<file path="src/rtl/core/cpc_pkg.sv">
// Shared types and constants for the cyclic polynomial convolution core.
// Used by cpc_mac, cyclic_poly_convolution_core and the bench; no other dependencies.
`default_nettype none

package cpc_pkg;

  // fixed field widths
  localparam int COEF_W    = 32;
  localparam int IDX_W     = 8;
  localparam int LEN_CFG_W = 9;

  // length register reset value and lower clamp
  localparam logic [LEN_CFG_W-1:0] LEN_RESET = 9'd256;
  localparam int MIN_LEN = 2;

  // request kinds
  typedef enum logic {
    ACT_LOAD = 1'b0,
    ACT_READ = 1'b1
  } action_t;

  // incoming request
  typedef struct packed {
    action_t                    action;
    logic [IDX_W-1:0]           coef_index;
    logic signed [COEF_W-1:0]   coef_a;
    logic signed [COEF_W-1:0]   coef_b;
  } in_item_t;

  // outgoing result
  typedef struct packed {
    logic signed [COEF_W-1:0]   result_coef;
    logic [IDX_W-1:0]           result_index;
  } out_item_t;

  // sequencer states
  typedef enum logic [1:0] {
    ST_IDLE,
    ST_REDUCE,
    ST_RUN,
    ST_DRAIN
  } state_t;

  // sequencer to multiply-accumulate control
  typedef struct packed {
    logic clear;
    logic issue;
  } mac_ctl_t;

endpackage

`default_nettype wire

</file>
<file path="src/rtl/core/cpc_mac.sv">
// Shared multiply-accumulate unit: registered product, 32-bit wrapping sum.
// Depends on cpc_pkg for widths and the control struct.
`default_nettype none

module cpc_mac
  import cpc_pkg::*;
(
  input  wire logic              clk,
  input  wire logic              rst,
  input  wire mac_ctl_t          ctl,
  input  wire logic [COEF_W-1:0] a,
  input  wire logic [COEF_W-1:0] b,
  output logic      [COEF_W-1:0] acc,
  output logic                   busy
);

  logic              rd_vld;
  logic              prod_vld;
  logic [COEF_W-1:0] prod;

  // valid tracking for memory read and product stages
  always_ff @(posedge clk) begin
    if (rst) begin
      rd_vld   <= 1'b0;
      prod_vld <= 1'b0;
    end else begin
      rd_vld   <= ctl.issue;
      prod_vld <= rd_vld;
    end
  end

  // low half of the product, same for signed and unsigned operands
  always_ff @(posedge clk) begin
    if (rd_vld) begin
      prod <= a * b;
    end
  end

  // wrapping accumulator
  always_ff @(posedge clk) begin
    if (ctl.clear) begin
      acc <= '0;
    end else if (prod_vld) begin
      acc <= acc + prod;
    end
  end

  assign busy = rd_vld | prod_vld;

endmodule

`default_nettype wire

</file>
<file path="config.mk">
export PLATFORM = sky130hd
export DESIGN_NAME = cpc_mac
export DESIGN_NICKNAME = d
export VERILOG_FILES = /design/src/rtl/core/cpc_pkg.sv /design/src/rtl/core/cpc_mac.sv
export SDC_FILE = /design/constraint.sdc
export NUM_CORES = 1
export LEC_CHECK = 0
export BUFFER_PORTS_ARGS = -buffer_cell sky130_fd_sc_hd__buf_2
export CAP_MARGIN = 20
export CELL_PAD_IN_SITES_DETAIL_PLACEMENT = 0
export CELL_PAD_IN_SITES_GLOBAL_PLACEMENT = 1
export CORE_AREA = 2 2 198 200
export DETAILED_ROUTE_END_ITERATION = 10
export DIE_AREA = 0 0 200 202
export MAX_ROUTING_LAYER = met4
export PLACE_DENSITY_LB_ADDON = 0.1
export SLEW_MARGIN = 25
export SYNTH_ARGS = -nofsm -noshare
export SYNTH_HDL_FRONTEND = slang
export SYNTH_SLANG_ARGS = --single-unit
</file>
<file path="constraint.sdc">
create_clock -name clk -period 9.12 [get_ports clk]
set_clock_uncertainty 0.05 [all_clocks]
set_input_delay 0.912 -clock clk [delete_from_list [all_inputs] [get_ports clk]]
set_output_delay 0.912 -clock clk [all_outputs]
set_load 0.02 [all_outputs]
</file>
==> run summary <==
Status = complete, no violations
Vias in the first global route = 15,000
GP Congestion = 0.929
Worst Hold Class = reg -> reg
Vias = 14,000
# Max-Cap Violations = 0
Share of post-route cells with drive strength above 1 = 0.0672
Design area = 20,400 µm²
Post-synthesis cell count = 2,102
Iteration-0 DRC count of the detailed router = 562
Tightest Pin Transition = 809 ps
Core Util, Final = 0.534
Primary FF master, synth = dfxtp_1
RSZ-0062 raised after global routing = false
Commonest non-fill, non-tap cell in the layout = fa_1
Initial antenna violation count = 1
Vias per inst = 5.29
Library cells used by synthesis = 64
Post-synth EDFFs = 32
Die Wd = 200 µm
Final Max Tran Viols = 0
Remaining DRCs = 0
CTS Hold Buffers Added = 0
DIE AREA = 40,400 µm²
TNS Setup = 0 ps
Die Y = 202 µm
Worst-Skew Late Latency = 350 ps
Fmax = 0.131 GHz
Post-CTS Resized = 0
Placed cell area = 20,100 µm²
Post-synthesis register bit count = 66
I/O pin cnt = 101
Worst hold slack = 437 ps
Final Cycle Share = 0.836
Root Buffer = clkbuf_16
Row cnt = 72
Synth top area share = 0.424
Area taken by multi-input logic gates = 15,800 µm²
Synth Net Count = 2,733
Hpwl dp = 41.5 mm
Sequential area share after synthesis = 0.0850
Crit start category = input port
Initial Util = 0.504
Mapped Area = 19,300 µm²
Setup CP Type = in -> reg
Layout fillers = 3,598
Worst-path clk slew = 70 ps
Register Area = 1640 µm²
Drt total wl = 49.8 mm
Post-route ant nets = 0
Area Growth Syn to Fin = 5.88%
Crit path capture type = register
Largest area contributor in the netlist = fa_1
CP max FO = 25
Final setup fails = 0
Routed WL per cell = 18.8 µm
Critical path required time = 9170 ps
Nets@finish = 2,753
Relative slew slack = 0.446
YS warnings = 0
Commonest cells after routing, fill and taps aside = 409 x fa_1, 402 x inv_1, 288 x nand2_1
First-pass GRT wire length = 80.3 mm
Postcts setup bufs = 0
Port Buf Inserts = 100
Post-synth ARST share = 0
CTS tree = yes
Mean Syn Cell Area = 9.19 µm²
TritonCTS Sinks = 66
Area of the core = 38,300 µm²
Congestion Overflow GR = 0
DR pass1 iterations = 5
Final min period = 7630 ps
CP Data Arrival Time = 7680 ps
Hold Vio Cnt, Final = 0
Largest net degree at the start of global routing = 37
Ranking of synthesized cells by area = fa_1 42%, ha_1 10%, and2_1 8.9%
Total track usage = 0.269
Number of H-tree levels = 3
Clock buffer depth = 2
Total CTS buffers = 9
## layout make-up
cell class	instances	area share
clock buffers	10	0.0122
well taps	518	0.0317
flip-flops and latches	66	0.0803
clock inverters	6	0.00226
multi-input cells	1535	0.772
inverters	403	0.0740
repair buffers	107	0.0270
diodes	2	0.000245
## cells by family after synthesis
| family | Yosys count | synth area share |
|---|---|---|
| multiplexers | 14 | 0.00732 |
| AND/OR/NAND/NOR | 684 | 0.178 |
| AO/OA/AOI/OAI | 170 | 0.0619 |
| buffers and inverters | 501 | 0.0974 |
| XOR/XNOR | 104 | 0.0472 |
| flip-flops | 66 | 0.0850 |
| adder cells (fa/ha/maj) | 563 | 0.524 |
## per-stage QoR
stage,instances,setup slack (ps)
after global placement,2629,1090
final,2647,1490
after detailed placement,2629,1080
after floorplan,2102,1800
after global routing,2646,1230
after CTS,2645,1470
## per-layer routing
layer / vias to the layer above / GRT usage / part of all wire
li1: 6400 / - / -
met1: 7122 / 0.331 / 0.41
met2: 379 / 0.453 / 0.50
met3: 89 / 0.0305 / 0.048
met4: 0 / 0.109 / 0.043
met5: - / - / 0
## worst paths after layout
| path | startpoint | end | slack, ps | cells after the start |
|---|---|---|---|---|
| max reg2reg | prod[10] | acc[20] | 5910 | 10 |
| min | acc[9] | acc[9] | 440 | 2 |
| max | b[7] | prod[31] | 1490 | 22 |
| min reg2reg | acc[9] | acc[9] | 440 | 2 |
## registers in the layout (all words and copies together) (netlist names)
signal	flops
acc	32
prod	32
prod_vld	1
rd_vld	1
## Yosys cell counts (4+ instances only)
cell type,n
ha_1,154
a211oi_1,9
dfxtp_1,34
nand3_1,13
and3_1,7
o21ai_0,20
nor2b_1,12
nor2_1,49
mux2i_1,13
a31oi_1,4
a311o_1,4
edfxtp_1,32
xnor2_1,75
clkbuf_1,95
nand4b_1,4
o21a_1,13
and2_1,274
or2_2,5
xor2_1,29
nand2b_1,6
fa_1,409
a21oi_1,47
nand2_1,288
nor3_1,8
inv_1,402
a21boi_0,5
o21bai_1,5
a21o_1,22
nand4_1,8
## critical path: stages
cell,delay (ps)
buf_2,450
and2_1,230
fa_1,440
fa_1,520
fa_1,520
inv_1,50
fa_1,470
inv_1,50
fa_1,500
inv_1,60
fa_1,530
inv_1,50
fa_1,490
fa_1,410
ha_1,370
and3_1,220
o211ai_1,120
o21ai_2,280
a311oi_2,160
o31a_2,410
o21ai_2,310
xnor2_1,100
Power is not shown: default switching activity piles up to over one toggle a cycle in this logic, so the estimate is an artifact.
